**src/rtl/differential_incremental_pid_drive_defines.svh**
```systemverilog
// Assertion macros shared by the drive loop modules.
`ifndef DIFFERENTIAL_INCREMENTAL_PID_DRIVE_DEFINES_SVH
`define DIFFERENTIAL_INCREMENTAL_PID_DRIVE_DEFINES_SVH

// The consequent must hold in the same cycle as the antecedent.
`define DIPD_ASSERT_IMPL(label, clk, rst_n, ante, cons, msg) \
	label: assert property (@(posedge clk) disable iff (!rst_n) (ante) |-> (cons)) \
		else $error(msg);

// The consequent must hold in the cycle after the antecedent.
`define DIPD_ASSERT_NEXT(label, clk, rst_n, ante, cons, msg) \
	label: assert property (@(posedge clk) disable iff (!rst_n) (ante) |=> (cons)) \
		else $error(msg);

`endif

```
**src/rtl/dipd_pkg.sv**
```systemverilog
package dipd_pkg;

	// Function codes of an input word.
	localparam logic FUNC_MEAS = 1'b0;
	localparam logic FUNC_CMD  = 1'b1;

	// Configuration register indexes.
	localparam int CFG_INDEX_W = 2;
	localparam logic [CFG_INDEX_W-1:0] CFG_KP         = 2'd0;
	localparam logic [CFG_INDEX_W-1:0] CFG_KI         = 2'd1;
	localparam logic [CFG_INDEX_W-1:0] CFG_KD         = 2'd2;
	localparam logic [CFG_INDEX_W-1:0] CFG_HALF_TRACK = 2'd3;

	// Register reset values.
	localparam logic signed [15:0] KP_RESET         = 16'sd2048;
	localparam logic signed [15:0] KI_RESET         = 16'sd0;
	localparam logic signed [15:0] KD_RESET         = 16'sd2048;
	localparam logic        [15:0] HALF_TRACK_RESET = 16'd77;

	// Drive level limits, Q8.8.
	localparam logic [15:0] LEVEL_MAX   = 16'd25600;
	localparam logic [15:0] LEVEL_MIN   = 16'd6912;
	localparam logic [15:0] LEVEL_RESET = 16'd16256;

	// Side speed limits, 17 bit signed Q8.8.
	localparam logic signed [16:0] SPEED_MAX = 17'sd65535;
	localparam logic signed [16:0] SPEED_MIN = -17'sd65536;

	// Default depth of the queue between front and back.
	localparam int DIPD_QUEUE_DEPTH = 2;

	typedef struct packed {
		logic signed [15:0] kp;
		logic signed [15:0] ki;
		logic signed [15:0] kd;
		logic        [15:0] half_track;
	} cfg_t;

	typedef struct packed {
		logic               func;
		logic signed [15:0] linear_vel;
		logic signed [15:0] angular_vel;
	} in_word_t;

	typedef struct packed {
		logic [6:0] left_drive;
		logic [6:0] right_drive;
		logic       left_clamped;
		logic       right_clamped;
	} out_word_t;

	// A classified word: function and the two side speeds.
	typedef struct packed {
		logic               func;
		logic signed [16:0] left;
		logic signed [16:0] right;
	} cls_t;

endpackage

```
**src/rtl/dipd_queue.sv**
```systemverilog
module dipd_queue import dipd_pkg::*; #(
	parameter int DEPTH = DIPD_QUEUE_DEPTH
) (
	input  logic clk,
	input  logic arst_n,
	input  logic push,
	input  cls_t push_data,
	output logic full,
	input  logic pop,
	output cls_t head,
	output logic empty
);

	`include "differential_incremental_pid_drive_defines.svh"

	localparam int PTR_W = (DEPTH > 1) ? $clog2(DEPTH) : 1;
	localparam int CNT_W = $clog2(DEPTH + 1);

	cls_t             entry_q [DEPTH];
	logic [PTR_W-1:0] wr_ptr_q;
	logic [PTR_W-1:0] rd_ptr_q;
	logic [CNT_W-1:0] count_q;

	assign full  = (count_q == CNT_W'(DEPTH));
	assign empty = (count_q == '0);
	assign head  = entry_q[rd_ptr_q];

	// Pointers wrap at the depth, which need not be a power of two.
	always_ff @(posedge clk or negedge arst_n) begin
		if (!arst_n) begin
			wr_ptr_q <= '0;
			rd_ptr_q <= '0;
			count_q  <= '0;
		end else begin
			if (push) begin
				wr_ptr_q <= (wr_ptr_q == PTR_W'(DEPTH - 1)) ? '0 : wr_ptr_q + 1'b1;
			end
			if (pop) begin
				rd_ptr_q <= (rd_ptr_q == PTR_W'(DEPTH - 1)) ? '0 : rd_ptr_q + 1'b1;
			end
			if (push && !pop) begin
				count_q <= count_q + 1'b1;
			end else if (pop && !push) begin
				count_q <= count_q - 1'b1;
			end
		end
	end

	// Entry storage.
	always_ff @(posedge clk) begin
		if (push) begin
			entry_q[wr_ptr_q] <= push_data;
		end
	end

	`DIPD_ASSERT_IMPL(a_no_push_full, clk, arst_n, push, !full, "push into a full queue")
	`DIPD_ASSERT_IMPL(a_no_pop_empty, clk, arst_n, pop, !empty, "pop from an empty queue")
	`DIPD_ASSERT_NEXT(a_count_up, clk, arst_n, push && !pop, count_q == $past(count_q) + 1'b1, "queue count did not rise on push")

endmodule

```
**config.mk**
```make
export PLATFORM = sky130hd
export DESIGN_NAME = dipd_queue
export DESIGN_NICKNAME = d
export VERILOG_FILES = /design/src/rtl/dipd_pkg.sv /design/src/rtl/dipd_queue.sv
export VERILOG_INCLUDE_DIRS = /design/src /design/src/rtl
export SDC_FILE = /design/constraint.sdc
export NUM_CORES = 1
export LEC_CHECK = 0
export BUFFER_PORTS_ARGS = -buffer_cell sky130_fd_sc_hd__buf_2
export CORE_MARGIN = 2
export CORE_UTILIZATION = 55
export DETAILED_ROUTE_END_ITERATION = 6
export PLACE_DENSITY = 0.83
export SETUP_SLACK_MARGIN = 0.15
export SYNTH_ARGS = -nofsm -noshare
export SYNTH_HDL_FRONTEND = slang
export SYNTH_SLANG_ARGS = --single-unit
export TNS_END_PERCENT = 5
```
**constraint.sdc**
```tcl
create_clock -name clk -period 7.1 [get_ports clk]
set_clock_uncertainty 0.15 [all_clocks]
set_input_delay 1.42 -clock clk [delete_from_list [all_inputs] [get_ports clk]]
set_output_delay 1.42 -clock clk [all_outputs]
set_load 0.03 [all_outputs]
```
==> impl_results.md <==
* DIE WIDTH at 76.1 um
* Vias in the first global route at 1379
* Hold buffers post-CTS at 0
* Number of CTS-inserted buffers at 9
* H-tree levels at 3
* Mux contribution to synthesized area at 17.6%
* Syn-to-layout area delta at 19.4%
* Clock latency on the worst-skew pair at 330 ps
* Fin. Hold Viols at 0
* Die Area at 5800 sq um
* Top-area cell type share of the netlist area at 73.4%
* Synth Area in Compound Gates at 0%
* Routed vias at 1380
* Ant diodes at 0
* Top cell type by total area after synthesis: edfxtp_1
* Crit Path Max Fanout at 36
* Lkg Pwr at 1.39 nW
* Port-buffer cells at 75
* Largest family of logic cells by synthesized area: multiplexers
* Maximum VDD drop at 0.000296 V
* IO Pins at 76
* # rows at 26
* Clock root buffer: clkbuf_8
* Postcts setup bufs at 0
* CORE AREA at 5070 sq um
* Post-Syn Area at 2860 sq um
* Synth area leaders: edfxtp_1, mux2_4, dfrtp_1
* Max stage delay on crit path at 1070 ps
* Crit. End Element: output port
* RSZ-0062 raised after global routing: no
* Setup TNS at 0 ps
* PostCTS Resize Cnt at 0
* Drt total wl at 4160 um
* Cell family with the largest share of critical-path delay: flip-flops
* Slowest CP cell: dfrtp_2
* Die Ht at 76.1 um
* Critical path, cell by cell: mux2_2 -> buf_2
* Max-Cap Viols at 0
* Worst path required time at 5530 ps
* Netlist cell types at 13
* Simple-gate share of the synthesized area at 0.918%
* Detailed Routing Iterations Pass 1 at 4
* Worst Hold Class: reg -> reg
* Setup violations, final at 0
* Seq cells post-synth at 74
* First-pass GRT wire length at 6500 um
* Largest net degree at the start of global routing at 37
* Mapped Nets at 165
* Total gr overflow at 0
* Clock tree buffer depth at 2
* WP data arrival at 2010 ps
* Sequential cell area fraction in the yosys report at 76.9%
* XOR/XNOR Fraction of Synth Area at 1.53%
* CTS tree: done
* Status: complete, no violations
* Worst slew pin tran at 1060 ps
* NumNets Final at 247
* Routed len/inst at 14.8 um
* Fin cells at 282
* Max Freq at 0.279 GHz
* Setup crit start kind: flip-flop
* Tmin final at 3580 ps
* Final Cycle Share at 50.5%
* Initial Util at 56.4%
* Routed Antenna Nets at 0
* Cells after synthesis at 125
* Slew HR at 29.2%
* GRT Overall Usage at 15.2%
* GP Congestion at 0.695
* Initial antenna violation count at 0
* Syn Area/Cell at 22.9 sq um
* Clk sinks at 74
* Core Util, Final at 67.3%
* Layout cells sized above 1 at 58.5%
* Remaining DRCs at 0
* CTS clk-pin slew, worst paths at 60 ps
* Synth Area in Adders at 0.437%
* Vias per cell at 4.89
* Crit path buffers/inverters at 1
* Final HPWL from detailed placement at 2670 um
* Drt first-iter violations at 53
* Pwr Density at 417 nW/um^2
* Synth warn at 0
* Slew Limit Fails at 0
* Cells after DPL at 266
* CP Class: reg -> out
-- metrics by stage --
stage               power, mW  hold slack [ps]  area (sq um)  worst slack (ps)
floorplan                1.09              305          2860              3520
global placement         1.18              323          3260              3860
detailed placement       1.19              346          3260              3850
CTS                      1.44              361          3420              3470
global route             1.49              394          3420              3410
finish                   1.43              357          3420              3520
-- layer usage --
| layer | routed length [um] | vias to the layer above | track usage [%] |
|---|---|---|---|
| li1 | - | 648 | - |
| met1 | 1750 | 663 | 17.7 |
| met2 | 2050 | 61 | 25.3 |
| met3 | 284 | 8 | 4.27 |
| met4 | 82 | 0 | 9.27 |
| met5 | 0 | - | 0 |
-- final timing paths --
check / startpoint / endpoint / slack (ps) / cells after the start
max in group asynchronous: arst_n / rd_ptr_q$_DFFE_PN0P_ / 5930 / 1
hold reg to reg: count_q[1]$_DFFE_PN0P_ / count_q[1]$_DFFE_PN0P_ / 360 / 1
setup / recovery: rd_ptr_q$_DFFE_PN0P_ / head[21] / 3520 / 2
hold / removal: count_q[1]$_DFFE_PN0P_ / count_q[1]$_DFFE_PN0P_ / 360 / 1
min in group asynchronous: arst_n / count_q[1]$_DFFE_PN0P_ / 730 / 1
setup reg to reg: wr_ptr_q$_DFFE_PN0P_ / entry_q[0][31]$_DFFE_PP_ / 5360 / 1
-- synthesized netlist by cell type --
cell type and number:
inv_1 1, dfrtp_1 4, and2_1 1, mux2_4 29, nor2b_1 2, mux2_2 6, buf_6 1, edfxtp_1 70
buf_12 3, ha_1 1, xnor2_1 1, nor2_1 2, xor2_1 4
-- placed cells by master (no fill, tap or decap) --
cell      instances
dfrtp_1           3
dfrtp_2           1
clkbuf_8          9
nor2b_1           1
mux2_4           29
nor2b_4           1
and2_2            1
inv_1             1
clkinv_2          2
clkinv_1          3
xnor2_1           1
clkbuf_1          2
edfxtp_1         70
ha_1              1
buf_2            75
mux2_2            6
nor2_1            2
xor2_1            4
-- sequential cells by signal, indices dropped and copies added (netlist names) --
name      cells
entry_q      70
rd_ptr_q      1
wr_ptr_q      1
count_q       2
-- report_power, final --
part | leakage (nW) | total [mW] | switching [mW] | internal (mW)
registers | 0.703 | 0.662 | 0.0796 | 0.582
clock network | 0.0796 | 0.255 | 0.133 | 0.122
logic | 0.609 | 0.508 | 0.290 | 0.219
total | 1.39 | 1.43 | 0.502 | 0.923
-- kinds of logic (layout without fill, tap and decap cells) --
kind of cell | after synthesis | count (layout)
XOR/XNOR | 5 | 5
multiplexers | 35 | 35
flip-flops | 74 | 74
adder cells (fa/ha/maj) | 1 | 1
buffers and inverters | 5 | 92
AND/OR/NAND/NOR | 5 | 5
-- layout make-up --
cell class / instances / area [sq um]
tap: 70 / 87.6
clock inverter: 5 / 21.3
clock buffer: 11 / 131
timing repair buffer: 75 / 375
multi-input combinational: 46 / 594
inverter: 1 / 3.75
sequential: 74 / 2200
fill: 363 / 1660
No activity file was read; power rests on OpenSTA's default activity.
