`config.mk`:
```
export PLATFORM = sky130hd
export DESIGN_NAME = dipd_front
export DESIGN_NICKNAME = d
export VERILOG_FILES = /design/src/rtl/differential_incremental_pid_drive_defines.svh /design/src/rtl/dipd_pkg.sv /design/src/rtl/dipd_front.sv
export SDC_FILE = /design/constraint.sdc
export NUM_CORES = 1
export LEC_CHECK = 0
export ABC_AREA = 1
export BUFFER_PORTS_ARGS = -buffer_cell sky130_fd_sc_hd__buf_2
export CORE_MARGIN = 5
export CORE_UTILIZATION = 60
export CTS_CLUSTER_DIAMETER = 50
export DETAILED_ROUTE_END_ITERATION = 16
export PLACE_DENSITY = 0.81
export SYNTH_ARGS = -nofsm -noshare
export SYNTH_HDL_FRONTEND = slang
export SYNTH_SLANG_ARGS = --single-unit
```
`constraint.sdc`:
```
create_clock -name clk -period 8.55 [get_ports clk]
set_input_delay 0.4275 -clock clk [delete_from_list [all_inputs] [get_ports clk]]
set_output_delay 0.4275 -clock clk [all_outputs]
set_load 0.03 [all_outputs]
```
`src/rtl/differential_incremental_pid_drive_defines.svh`:
```
// Assertion macros shared by the drive loop modules.
`ifndef DIFFERENTIAL_INCREMENTAL_PID_DRIVE_DEFINES_SVH
`define DIFFERENTIAL_INCREMENTAL_PID_DRIVE_DEFINES_SVH

// The consequent must hold in the same cycle as the antecedent.
`define DIPD_ASSERT_IMPL(label, clk, rst_n, ante, cons, msg) \
	label: assert property (@(posedge clk) disable iff (!rst_n) (ante) |-> (cons)) \
		else $error(msg);

// The consequent must hold in the cycle after the antecedent.
`define DIPD_ASSERT_NEXT(label, clk, rst_n, ante, cons, msg) \
	label: assert property (@(posedge clk) disable iff (!rst_n) (ante) |=> (cons)) \
		else $error(msg);

`endif

```
`src/rtl/dipd_pkg.sv`:
```
package dipd_pkg;

	// Function codes of an input word.
	localparam logic FUNC_MEAS = 1'b0;
	localparam logic FUNC_CMD  = 1'b1;

	// Configuration register indexes.
	localparam int CFG_INDEX_W = 2;
	localparam logic [CFG_INDEX_W-1:0] CFG_KP         = 2'd0;
	localparam logic [CFG_INDEX_W-1:0] CFG_KI         = 2'd1;
	localparam logic [CFG_INDEX_W-1:0] CFG_KD         = 2'd2;
	localparam logic [CFG_INDEX_W-1:0] CFG_HALF_TRACK = 2'd3;

	// Register reset values.
	localparam logic signed [15:0] KP_RESET         = 16'sd2048;
	localparam logic signed [15:0] KI_RESET         = 16'sd0;
	localparam logic signed [15:0] KD_RESET         = 16'sd2048;
	localparam logic        [15:0] HALF_TRACK_RESET = 16'd77;

	// Drive level limits, Q8.8.
	localparam logic [15:0] LEVEL_MAX   = 16'd25600;
	localparam logic [15:0] LEVEL_MIN   = 16'd6912;
	localparam logic [15:0] LEVEL_RESET = 16'd16256;

	// Side speed limits, 17 bit signed Q8.8.
	localparam logic signed [16:0] SPEED_MAX = 17'sd65535;
	localparam logic signed [16:0] SPEED_MIN = -17'sd65536;

	// Default depth of the queue between front and back.
	localparam int DIPD_QUEUE_DEPTH = 2;

	typedef struct packed {
		logic signed [15:0] kp;
		logic signed [15:0] ki;
		logic signed [15:0] kd;
		logic        [15:0] half_track;
	} cfg_t;

	typedef struct packed {
		logic               func;
		logic signed [15:0] linear_vel;
		logic signed [15:0] angular_vel;
	} in_word_t;

	typedef struct packed {
		logic [6:0] left_drive;
		logic [6:0] right_drive;
		logic       left_clamped;
		logic       right_clamped;
	} out_word_t;

	// A classified word: function and the two side speeds.
	typedef struct packed {
		logic               func;
		logic signed [16:0] left;
		logic signed [16:0] right;
	} cls_t;

endpackage

```
`src/rtl/dipd_front.sv`:
```
module dipd_front import dipd_pkg::*; (
	input  logic     clk,
	input  logic     arst_n,
	input  cfg_t     cfg,
	input  logic     in_valid,
	output logic     in_stall,
	input  in_word_t in_data,
	output logic     push,
	output cls_t     push_data,
	input  logic     full
);

	logic               valid_s1;
	logic               func_s1;
	logic signed [15:0] lin_s1;
	logic signed [32:0] prod_s1;
	logic               accept;
	logic signed [24:0] term;
	logic signed [25:0] lin_ext;
	logic signed [25:0] sum_l;
	logic signed [25:0] sum_r;

	// The stage holds while its word cannot enter the queue.
	assign in_stall = valid_s1 && full;
	assign accept   = in_valid && !in_stall;
	assign push     = valid_s1 && !full;

	always_ff @(posedge clk or negedge arst_n) begin
		if (!arst_n) begin
			valid_s1 <= 1'b0;
		end else if (accept) begin
			valid_s1 <= 1'b1;
		end else if (push) begin
			valid_s1 <= 1'b0;
		end
	end

	// Half track times yaw rate, registered before the side sums.
	always_ff @(posedge clk) begin
		if (accept) begin
			func_s1 <= in_data.func;
			lin_s1  <= in_data.linear_vel;
			prod_s1 <= $signed({1'b0, cfg.half_track}) * in_data.angular_vel;
		end
	end

	// Side speeds, floor shifted to Q8.8 and saturated to 17 bits.
	always_comb begin
		term    = prod_s1[32:8];
		lin_ext = 26'(lin_s1);
		sum_l   = lin_ext - 26'(term);
		sum_r   = lin_ext + 26'(term);

		push_data.func = func_s1;
		if (sum_l > 26'(SPEED_MAX)) begin
			push_data.left = SPEED_MAX;
		end else if (sum_l < 26'(SPEED_MIN)) begin
			push_data.left = SPEED_MIN;
		end else begin
			push_data.left = sum_l[16:0];
		end
		if (sum_r > 26'(SPEED_MAX)) begin
			push_data.right = SPEED_MAX;
		end else if (sum_r < 26'(SPEED_MIN)) begin
			push_data.right = SPEED_MIN;
		end else begin
			push_data.right = sum_r[16:0];
		end
	end

endmodule

```
==> impl_metrics.env, run 1 <==
export IMPL_outcome="finished, final reports clean"
export IMPL_critPathSlowestCell="fa_1"
export IMPL_max_cap_violations=0
export IMPL_wirelength_um=37300
export IMPL_ys_ff_latch=43
export IMPL_max_stage_delay_ns=0.56
export IMPL_hold_path_endpoint="lin_s1[15]"
export IMPL_synth_nets=2542
export IMPL_dieArea_um2=27300
export IMPL_initial_core_util=0.613
export IMPL_synth_top_cell_by_area="fa_1"
export IMPL_clkSinkCount=43
export IMPL_core_area_um2=23600
export IMPL_hp_start="in_data[31]"
export IMPL_cp_required_ns=8.61
export IMPL_ys_seq_area_frac=0.0889
export IMPL_worstHoldPathCells=1
export IMPL_io_buffers=89
export IMPL_num_vias=12700
export IMPL_period_share=0.677
export IMPL_syn2layout_area_growth_pct=4.58
export IMPL_antenna_cells=0
export IMPL_hp_class="primary input to register"
export IMPL_period_minus_slack_ns=5.79
export IMPL_tightest_slew_ns=1.14
export IMPL_postCtsSetupBuffers=0
export IMPL_cts_htree_levels=2
export IMPL_finalSetupViolCount=0
export IMPL_wl_per_cell_um=15.4
export IMPL_ant_nets=0
export IMPL_path_max_fanout=16
export IMPL_max_slew_margin_rel=0.236
export IMPL_grt_pass1_wl_um=62200
export IMPL_syn_area_um2=14500
export IMPL_cp_arrival_ns=5.84
export IMPL_slew_viol_final=0
export IMPL_route_detailed_drc=0
export IMPL_synth_area_top_cells="fa_1 27%, nand2_1 16%, ha_1 15%"
export IMPL_cts_buffers=5
export IMPL_synth_most_common_cell="nand2_1"
export IMPL_yosys_area_top_type_share=0.270
export IMPL_synth_top_family_by_area="adder cells"
export IMPL_via_per_inst=5.25
export IMPL_die_width_um=165
export IMPL_fillers=2156
export IMPL_drtPass1Iterations=6
export IMPL_r2r_start="valid_s1"
export IMPL_rsz0062_at_grt="false"
export IMPL_async_flop_share=0.0233
export IMPL_yosysWarnings=0
export IMPL_avgSynthCellArea_um2=6.96
export IMPL_finalSetupTns_ns=0
export IMPL_die_y_um=165
export IMPL_synthSimpleGateAreaFrac=0.240
export IMPL_synth_flop_cell="edfxtp_1"
export IMPL_synth_adder_area_share=0.416
export IMPL_reg2regPathDepth=3
export IMPL_root_buffer="clkbuf_16"
export IMPL_synth_edf_count=42
export IMPL_drtIter0Drc=817
export IMPL_grt_max_degree=43
export IMPL_cp_end_kind="register"
export IMPL_ys_types=42
export IMPL_synthTopCellsByCount="601 x nand2_1, 531 x inv_1, 195 x fa_1"
export IMPL_grt_remaining_overflow=0
export IMPL_cts_tree="built"
export IMPL_grt_usage=0.283
export IMPL_r2r_setup_slack_ns=6.75
export IMPL_final_nets=2560
export IMPL_hpwl_um=32300
export IMPL_pin_count=138
export IMPL_clock_skew_ns=0.00867
export IMPL_first_global_vias=13100
export IMPL_syn_inst=2077
export IMPL_antenna_found_initial=0
export IMPL_ctsResizeCount=0
export IMPL_cts_buffer_depth=2
export IMPL_synth_xor_area_frac=0.0331
export IMPL_synth_compound_area_frac=0.0566
export IMPL_drive_above_1_share=0.0663
export IMPL_worstSkewPairLatency_ns=0.29
export IMPL_num_rows=56
export IMPL_synthMuxAreaShare=0
export IMPL_r2r_end="prod_s1[29]"
export IMPL_path_clk_slew_ns=0.07
export IMPL_path_cells="buf_2, nand2_1, fa_1, inv_1, fa_1, inv_1, fa_1, inv_1, fa_1, fa_1, inv_1, fa_1, inv_1, ha_1, a21oi_1, inv_1, nor2_1, nand3_1, nand3_1, nand2_1, nand2_1, nand2_1"
export IMPL_hold_viol=0
export IMPL_gp_congestion=1.02
export IMPL_cp_start_kind="primary input"
export IMPL_max_freq_mhz=173
export IMPL_path_class="primary input to register"
-- stage by stage --
step                      worst slack (ns)  hold WS [ns]  utilization  area, um^2  cells
after global placement                2.59         0.202        0.633       14900   2406
after global routing                  2.50         0.298        0.641       15100   2415
final                                 2.76         0.303        0.641       15100   2415
after detailed placement              2.46         0.203        0.633       14900   2406
after CTS                             2.76         0.300        0.641       15100   2415
after floorplan                       2.84         0.132            -       14500   2077
-- registers in the layout, summed over array words and instances (netlist names) --
signal    cells
func_s1       1
lin_s1       16
prod_s1      25
valid_s1      1
-- placed cells by master, fill, tap and decap left out, types with 3 or more instances in the layout --
cell type / instances
nor3_1: 12
edfxtp_1: 42
nand3_1: 54
xor2_1: 44
fa_1: 195
inv_2: 7
ha_1: 169
nor4_1: 3
inv_1: 531
nor2_2: 9
and2_1: 6
xnor2_1: 7
a21oi_1: 77
nor2_1: 122
clkbuf_16: 5
o21ai_0: 36
a21o_1: 3
a21oi_2: 3
nand2_1: 601
a31oi_1: 8
nand4_1: 23
nand2_2: 6
or2_2: 7
buf_2: 89
o21bai_1: 11
-- worst max-delay path: cells and delay by family --
family                     cells  cell delay, ns
adders and majority gates      7            3.49
and+or+nand+nor                7            0.99
buffers and inverters          7            0.66
AOI/OAI and AO/OA              1            0.26
-- area by class of cell --
class                           count  area (um^2)  area share
Multi-Input combinational cell   1416        10800       0.713
Sequential cell                    43         1290      0.0850
Clock inverter                      3         46.3     0.00306
Tap cell                          319          399      0.0264
Timing Repair Buffer               90          455      0.0301
Clock buffer                        5          125     0.00827
Inverter                          539         2020       0.134
-- worst max-delay path by stage --
stage / start / to / slack, ns
after CTS: cfg[7] / prod_s1[31] / 2.76
after global routing: cfg[7] / prod_s1[31] / 2.50
final: cfg[7] / prod_s1[31] / 2.76
after global placement: in_data[15] / prod_s1[32] / 2.59
after floorplan: cfg[15] / prod_s1[32] / 2.84
after detailed placement: cfg[7] / prod_s1[31] / 2.46
-- kinds of logic (layout without fill, tap and decap cells) --
group,Yosys count,in the layout
compound gates,147,147
xor+xnor,53,53
buf+inv,618,637
simple gates,852,852
fa+ha+maj,364,364
flops,43,43
-- layer usage --
layer,GRT usage,vias to the layer above,wire length [um],part of all wire
met3,0.0201,99,2300,0.062
li1,-,6164,-,-
met1,0.345,5886,14500,0.39
met2,0.517,527,18900,0.51
met5,0,-,0,0
met4,0.116,0,1570,0.042
-- timing repair --
action,CTS,global route
hold buffers,1,0
setup endpoints to repair,0,0
endpoints found under the hold margin,1,0
Power of run 1 is not shown: default switching activity piles up to over one toggle a cycle in this logic, so the estimate is an artifact.
==> run 2: changes to the inputs <==
Settings changed: ABC_AREA 1 to 0.
Clock period 8.55 ns to 5.75 ns, I/O delays scaled along.
==> run 2 against run 1 <==
Net effect: utilization up 5.5 points; critical path depth grew 1; the run now ends with negative setup slack left; hold slack got worse by 0.14 ns; cell count decreased by 23%.
==> impl_metrics.env, run 2 <==
export IMPL_setup_ws_ns=-0.0573
export IMPL_synthMuxAreaShare=0
export IMPL_cp_arrival_ns=5.85
export IMPL_synth_compound_area_frac=0.107
export IMPL_via_per_inst=5.48
export IMPL_largest_register="prod_s1"
export IMPL_root_buffer="clkbuf_16"
export IMPL_ys_ff_latch=43
export IMPL_io_buffers=89
export IMPL_initial_core_util=0.610
export IMPL_worstSkewPairLatency_ns=0.29
export IMPL_dieArea_um2=24400
export IMPL_hp_class="primary input to register"
export IMPL_synth_xor_area_frac=0.0444
export IMPL_die_y_um=156
export IMPL_finalSetupViolCount=2
export IMPL_gp_congestion=0.948
export IMPL_r2r_end="lin_s1[2]"
export IMPL_reg2regPathDepth=2
export IMPL_grt_usage=0.247
export IMPL_cts_buffers=5
export IMPL_max_slew_margin_rel=0.212
export IMPL_cp_end_kind="register"
export IMPL_max_cap_violations=0
export IMPL_route_detailed_drc=0
export IMPL_startpoint="in_data[5]"
export IMPL_clkSinkCount=43
export IMPL_syn_area_um2=12800
export IMPL_first_global_vias=10700
export IMPL_r2r_start="valid_s1"
export IMPL_grt_remaining_overflow=0
export IMPL_syn2layout_area_growth_pct=14.0
export IMPL_max_freq_mhz=172
export IMPL_cp_required_ns=5.80
export IMPL_die_width_um=156
export IMPL_synthTopCellsByCount="287 x inv_1, 195 x fa_1, 169 x ha_1"
export IMPL_wirelength_um=29900
export IMPL_synthSimpleGateAreaFrac=0.168
export IMPL_drive_above_1_share=0.185
export IMPL_synth_top_cell_by_area="fa_1"
export IMPL_finalSetupTns_ns=-0.0917
export IMPL_num_vias=10200
export IMPL_yosys_area_top_type_share=0.305
export IMPL_num_rows=53
export IMPL_slew_viol_final=0
export IMPL_critPathSlowestCell="fa_2"
export IMPL_cts_htree_levels=2
export IMPL_synth_flop_cell="edfxtp_1"
export IMPL_cp_start_kind="primary input"
export IMPL_syn_inst=1451
export IMPL_hpwl_um=25600
export IMPL_cts_tree="built"
export IMPL_path_max_fanout=7
export IMPL_path_class="primary input to register"
export IMPL_yosysWarnings=0
export IMPL_synth_most_common_cell="inv_1"
export IMPL_layout_commonest_cell="inv_1"
export IMPL_core_area_um2=21000
export IMPL_cts_buffer_depth=2
export IMPL_fillers=1583
export IMPL_synth_nets=1916
export IMPL_final_cell_mix="276 x inv_1, 187 x fa_1, 162 x ha_1"
export IMPL_hold_viol=0
export IMPL_final_nets=2058
export IMPL_tightest_slew_ns=1.18
export IMPL_drtIter0Drc=547
export IMPL_grt_pass1_wl_um=50100
export IMPL_r2r_setup_slack_ns=3.88
export IMPL_ant_nets=0
export IMPL_synth_area_top_cells="fa_1 30%, ha_1 16%, edfxtp_1 9.8%"
export IMPL_synth_adder_area_share=0.469
export IMPL_avgSynthCellArea_um2=8.83
export IMPL_antenna_found_initial=0
export IMPL_synth_edf_count=42
export IMPL_period_minus_slack_ns=5.81
export IMPL_outcome="finished with violations"
export IMPL_max_stage_delay_ns=0.55
export IMPL_path_clk_slew_ns=0.07
export IMPL_pin_count=138
export IMPL_drtPass1Iterations=5
export IMPL_post_route_util=0.695
export IMPL_violations="negative setup slack"
export IMPL_clock_skew_ns=0.00487
export IMPL_path_cells="buf_8, buf_12, and2_4, fa_1, inv_1, fa_1, inv_2, fa_2, fa_1, fa_1, inv_2, fa_1, inv_2, ha_4, a21oi_4, o311ai_4, a221oi_2, o211ai_1, a221oi_2, a21oi_2, a211oi_2, o21bai_1, xnor2_1"
export IMPL_endpoint="prod_s1[32]"
export IMPL_wl_per_cell_um=16.0
export IMPL_rsz0062_at_grt="true"
export IMPL_async_flop_share=0.0233
export IMPL_synth_top_family_by_area="adder cells"
export IMPL_ys_types=78
export IMPL_antenna_cells=0
export IMPL_grt_max_degree=43
export IMPL_path_common_cell="fa_1"
export IMPL_largest_reg_flops=25
export IMPL_period_share=1.01
export IMPL_ys_seq_area_frac=0.100
export IMPL_reg_top3="prod_s1: 25 flops, lin_s1: 16 flops"
## run 2: stage by stage
| stage | area (um^2) | instances | hold slack [ns] | setup WS, ns |
|---|---|---|---|---|
| 6_report | 14600 | 1869 | 0.166 | -0.0573 |
| 5_1_grt | 14600 | 1869 | 0.163 | -0.253 |
| 4_1_cts | 14400 | 1865 | 0.163 | -0.0112 |
| 3_5_place_dp | 14100 | 1854 | 0.0632 | -0.481 |
| 3_3_place_gp | 14100 | 1854 | 0.0620 | -0.381 |
| 2_1_floorplan | 13000 | 1451 | -0.00809 | -0.0886 |
## run 2: layer usage
| metal | wire, um | global-route usage | part of all wire | up-vias |
|---|---|---|---|---|
| met5 | 0 | 0 | 0 | - |
| met4 | 592 | 0.0566 | 0.020 | 0 |
| met3 | 1970 | 0.0347 | 0.066 | 45 |
| met2 | 14000 | 0.417 | 0.47 | 341 |
| met1 | 13300 | 0.342 | 0.44 | 4994 |
| li1 | - | - | - | 4867 |
## run 2: layout make-up
type,count,area [um^2],share of cell area
timing repair buffer,191,1300,0.0892
multi-input combinational,1064,10400,0.714
sequential,43,1290,0.0880
clock buffer,5,125,0.00856
clock inverter,3,42.5,0.00291
tap,275,344,0.0235
inverter,288,1080,0.0740
## run 2: kinds of logic after synthesis
kind of cell,count (synthesis)
AO/OA/AOI/OAI,203
flip-flops,43
AND/OR/NAND/NOR,432
buffers and inverters,344
adder cells (fa/ha/maj),364
XOR/XNOR,65
## run 2: how the worst min path moves through the flow
stage	from	end	slack, ns	cells after the start
after floorplan	arst_n	valid_s1	-0.008	0
after global placement	arst_n	valid_s1	0.06	1
after detailed placement	arst_n	valid_s1	0.06	1
after CTS	in_data[23]	lin_s1[7]	0.16	1
after global routing	in_data[18]	lin_s1[2]	0.16	1
final	in_data[17]	lin_s1[1]	0.17	1
## run 2: repair_timing
action                                  4_1_cts  5_1_grt
hold buffers                                  1        0
setup buffers                                 2        4
gates resized for setup                      31       50
endpoints found under the setup margin        4       12
hold endpoints to repair                      1        0
pin swaps                                    20       36
## run 2: worst max-delay path, delay by kind of cell
family,cells,cell delay [ns]
simple gates,1,0.16
compound gates,8,1.61
buf+inv,6,0.40
fa+ha+maj,7,3.25
xor+xnor,1,0.12
Power of run 2 is left out for the same reason.
==> run 3: changes to the inputs <==
Settings changed: ABC_AREA 0 to 1.
Clock period 5.75 ns to 6.5 ns, I/O delays scaled along.
==> run 3 against run 2 <==
Net effect: the run now ends clean; sequential cell count is the same; register-to-register slack gained 0.88 ns; first-iteration DRC count up 30%; clock-buffer cell count is the same; critical endpoint is now prod_s1[31].
==> impl_metrics.env, run 3 (same netlist as run 1, synthesis figures left out) <==
export IMPL_grt_pass1_wl_um=61500
export IMPL_max_cap_violations=0
export IMPL_cp_start_kind="primary input"
export IMPL_r2r_setup_slack_ns=4.76
export IMPL_clkSinkCount=43
export IMPL_gp_congestion=1.04
export IMPL_route_detailed_drc=0
export IMPL_ant_nets=0
export IMPL_syn2layout_area_growth_pct=4.58
export IMPL_num_vias=12800
export IMPL_design_area_um2=15100
export IMPL_period_share=0.859
export IMPL_clock_skew_ns=0.00311
export IMPL_tightest_slew_ns=1.09
export IMPL_max_freq_mhz=179
export IMPL_final_nets=2563
export IMPL_core_area_um2=23600
export IMPL_grt_usage=0.280
export IMPL_hp_class="primary input to register"
export IMPL_cp_end_kind="register"
export IMPL_slew_viol_final=0
export IMPL_io_buffers=89
export IMPL_pin_count=138
export IMPL_hold_viol=0
export IMPL_num_rows=56
export IMPL_largest_reg_flops=25
export IMPL_post_route_util=0.641
export IMPL_drtIter0Drc=712
export IMPL_rsz0062_at_grt="false"
export IMPL_multi_input_area_um2=10800
export IMPL_path_max_fanout=16
export IMPL_root_buffer="clkbuf_16"
export IMPL_grt_remaining_overflow=0
export IMPL_path_cells="buf_2, nand2_1, fa_1, inv_1, fa_1, inv_1, fa_1, inv_1, fa_1, fa_1, inv_1, fa_1, inv_1, ha_1, nand2_1, nor4_1, o21ai_0, nand3_1, nand3_1, nand3_1, nand2_1"
export IMPL_die_width_um=165
export IMPL_wl_per_cell_um=15.2
export IMPL_placed_cells=2409
export IMPL_crit_buf_inv=6
export IMPL_antenna_found_initial=0
export IMPL_cts_htree_levels=2
export IMPL_antenna_cells=0
export IMPL_drtPass1Iterations=6
export IMPL_die_y_um=165
export IMPL_cp_arrival_ns=5.63
export IMPL_drive_above_1_share=0.0677
export IMPL_ctsResizeCount=0
export IMPL_via_per_inst=5.28
export IMPL_outcome="finished, final reports clean"
export IMPL_cts_buffer_depth=2
export IMPL_path_clk_slew_ns=0.07
export IMPL_wirelength_um=36700
export IMPL_cts_tree="built"
export IMPL_grt_max_degree=43
export IMPL_finalSetupViolCount=0
export IMPL_cts_buffers=5
export IMPL_regArea_um2=1290
export IMPL_initial_core_util=0.613
export IMPL_dieArea_um2=27300
export IMPL_max_stage_delay_ns=0.57
export IMPL_layout_commonest_cell="nand2_1"
export IMPL_reg_top3="prod_s1: 25 flops, lin_s1: 16 flops"
export IMPL_fillers=2187
export IMPL_max_slew_margin_rel=0.274
export IMPL_cp_required_ns=6.55
export IMPL_finalSetupTns_ns=0
export IMPL_fin_cells=2418
export IMPL_place_area_um2=15000
export IMPL_worstSkewPairLatency_ns=0.29
export IMPL_period_minus_slack_ns=5.58
export IMPL_path_common_cell="fa_1"
export IMPL_critPathSlowestCell="fa_1"
export IMPL_hpwl_um=31900
export IMPL_final_cell_mix="601 x nand2_1, 531 x inv_1, 195 x fa_1"
export IMPL_largest_register="prod_s1"
export IMPL_cp_top_family="adder cells"
export IMPL_first_global_vias=13200
export IMPL_path_class="primary input to register"
-- run 3: cell count changes in the layout (fill, tap and decap cells not counted), moves of 13 or more --
cell / before / now
buf_4: 98 / 3
buf_2: 76 / 89
xor2_1: 12 / 44
xnor2_1: 51 / 7
nor2_1: 60 / 122
nand3_1: 9 / 54
a21oi_1: 51 / 77
nand2_1: 151 / 601
nor2b_1: 14 / 0
inv_1: 276 / 531
and2_1: 103 / 6
and2_4: 13 / 0
nand2b_1: 13 / 0
nand4_1: 8 / 23
-- run 3: metrics by stage --
step	hold WS (ns)	setup WS, ns
final	0.206	0.919
after global routing	0.193	0.634
after CTS	0.201	0.958
after detailed placement	0.101	0.650
after global placement	0.0998	0.700
after floorplan	0.0294	0.897
-- run 3: what timing repair did --
action / 4_1_cts / 5_1_grt
hold buffers: 1 / 0
hold endpoints to repair: 1 / 0
buffers inserted: 0 / 0
-- run 3: final timing paths --
kind / from / end / depth (start not counted)
setup / recovery: cfg[7] / prod_s1[31] / 21
hold reg to reg: valid_s1 / valid_s1 / 2
setup reg to reg: valid_s1 / lin_s1[13] / 3
max in group asynchronous: arst_n / valid_s1 / 2
min in group asynchronous: arst_n / valid_s1 / 2
hold / removal: in_data[21] / lin_s1[5] / 1
-- run 3: routing by layer --
metal,up-vias,wire (um),global-route usage
li1,6179,-,-
met1,6037,14800,0.344
met2,454,18300,0.511
met3,93,1940,0.0181
met4,0,1610,0.118
met5,-,0,0
-- run 3: final cells by class --
cell class | count | area share
clock buffers | 5 | 0.00827
clock inverters | 3 | 0.00157
multi-input cells | 1416 | 0.713
repair buffers | 93 | 0.0316
inverters | 539 | 0.134
well taps | 319 | 0.0264
flip-flops and latches | 43 | 0.0850
Power of run 3 is left out for the same reason.
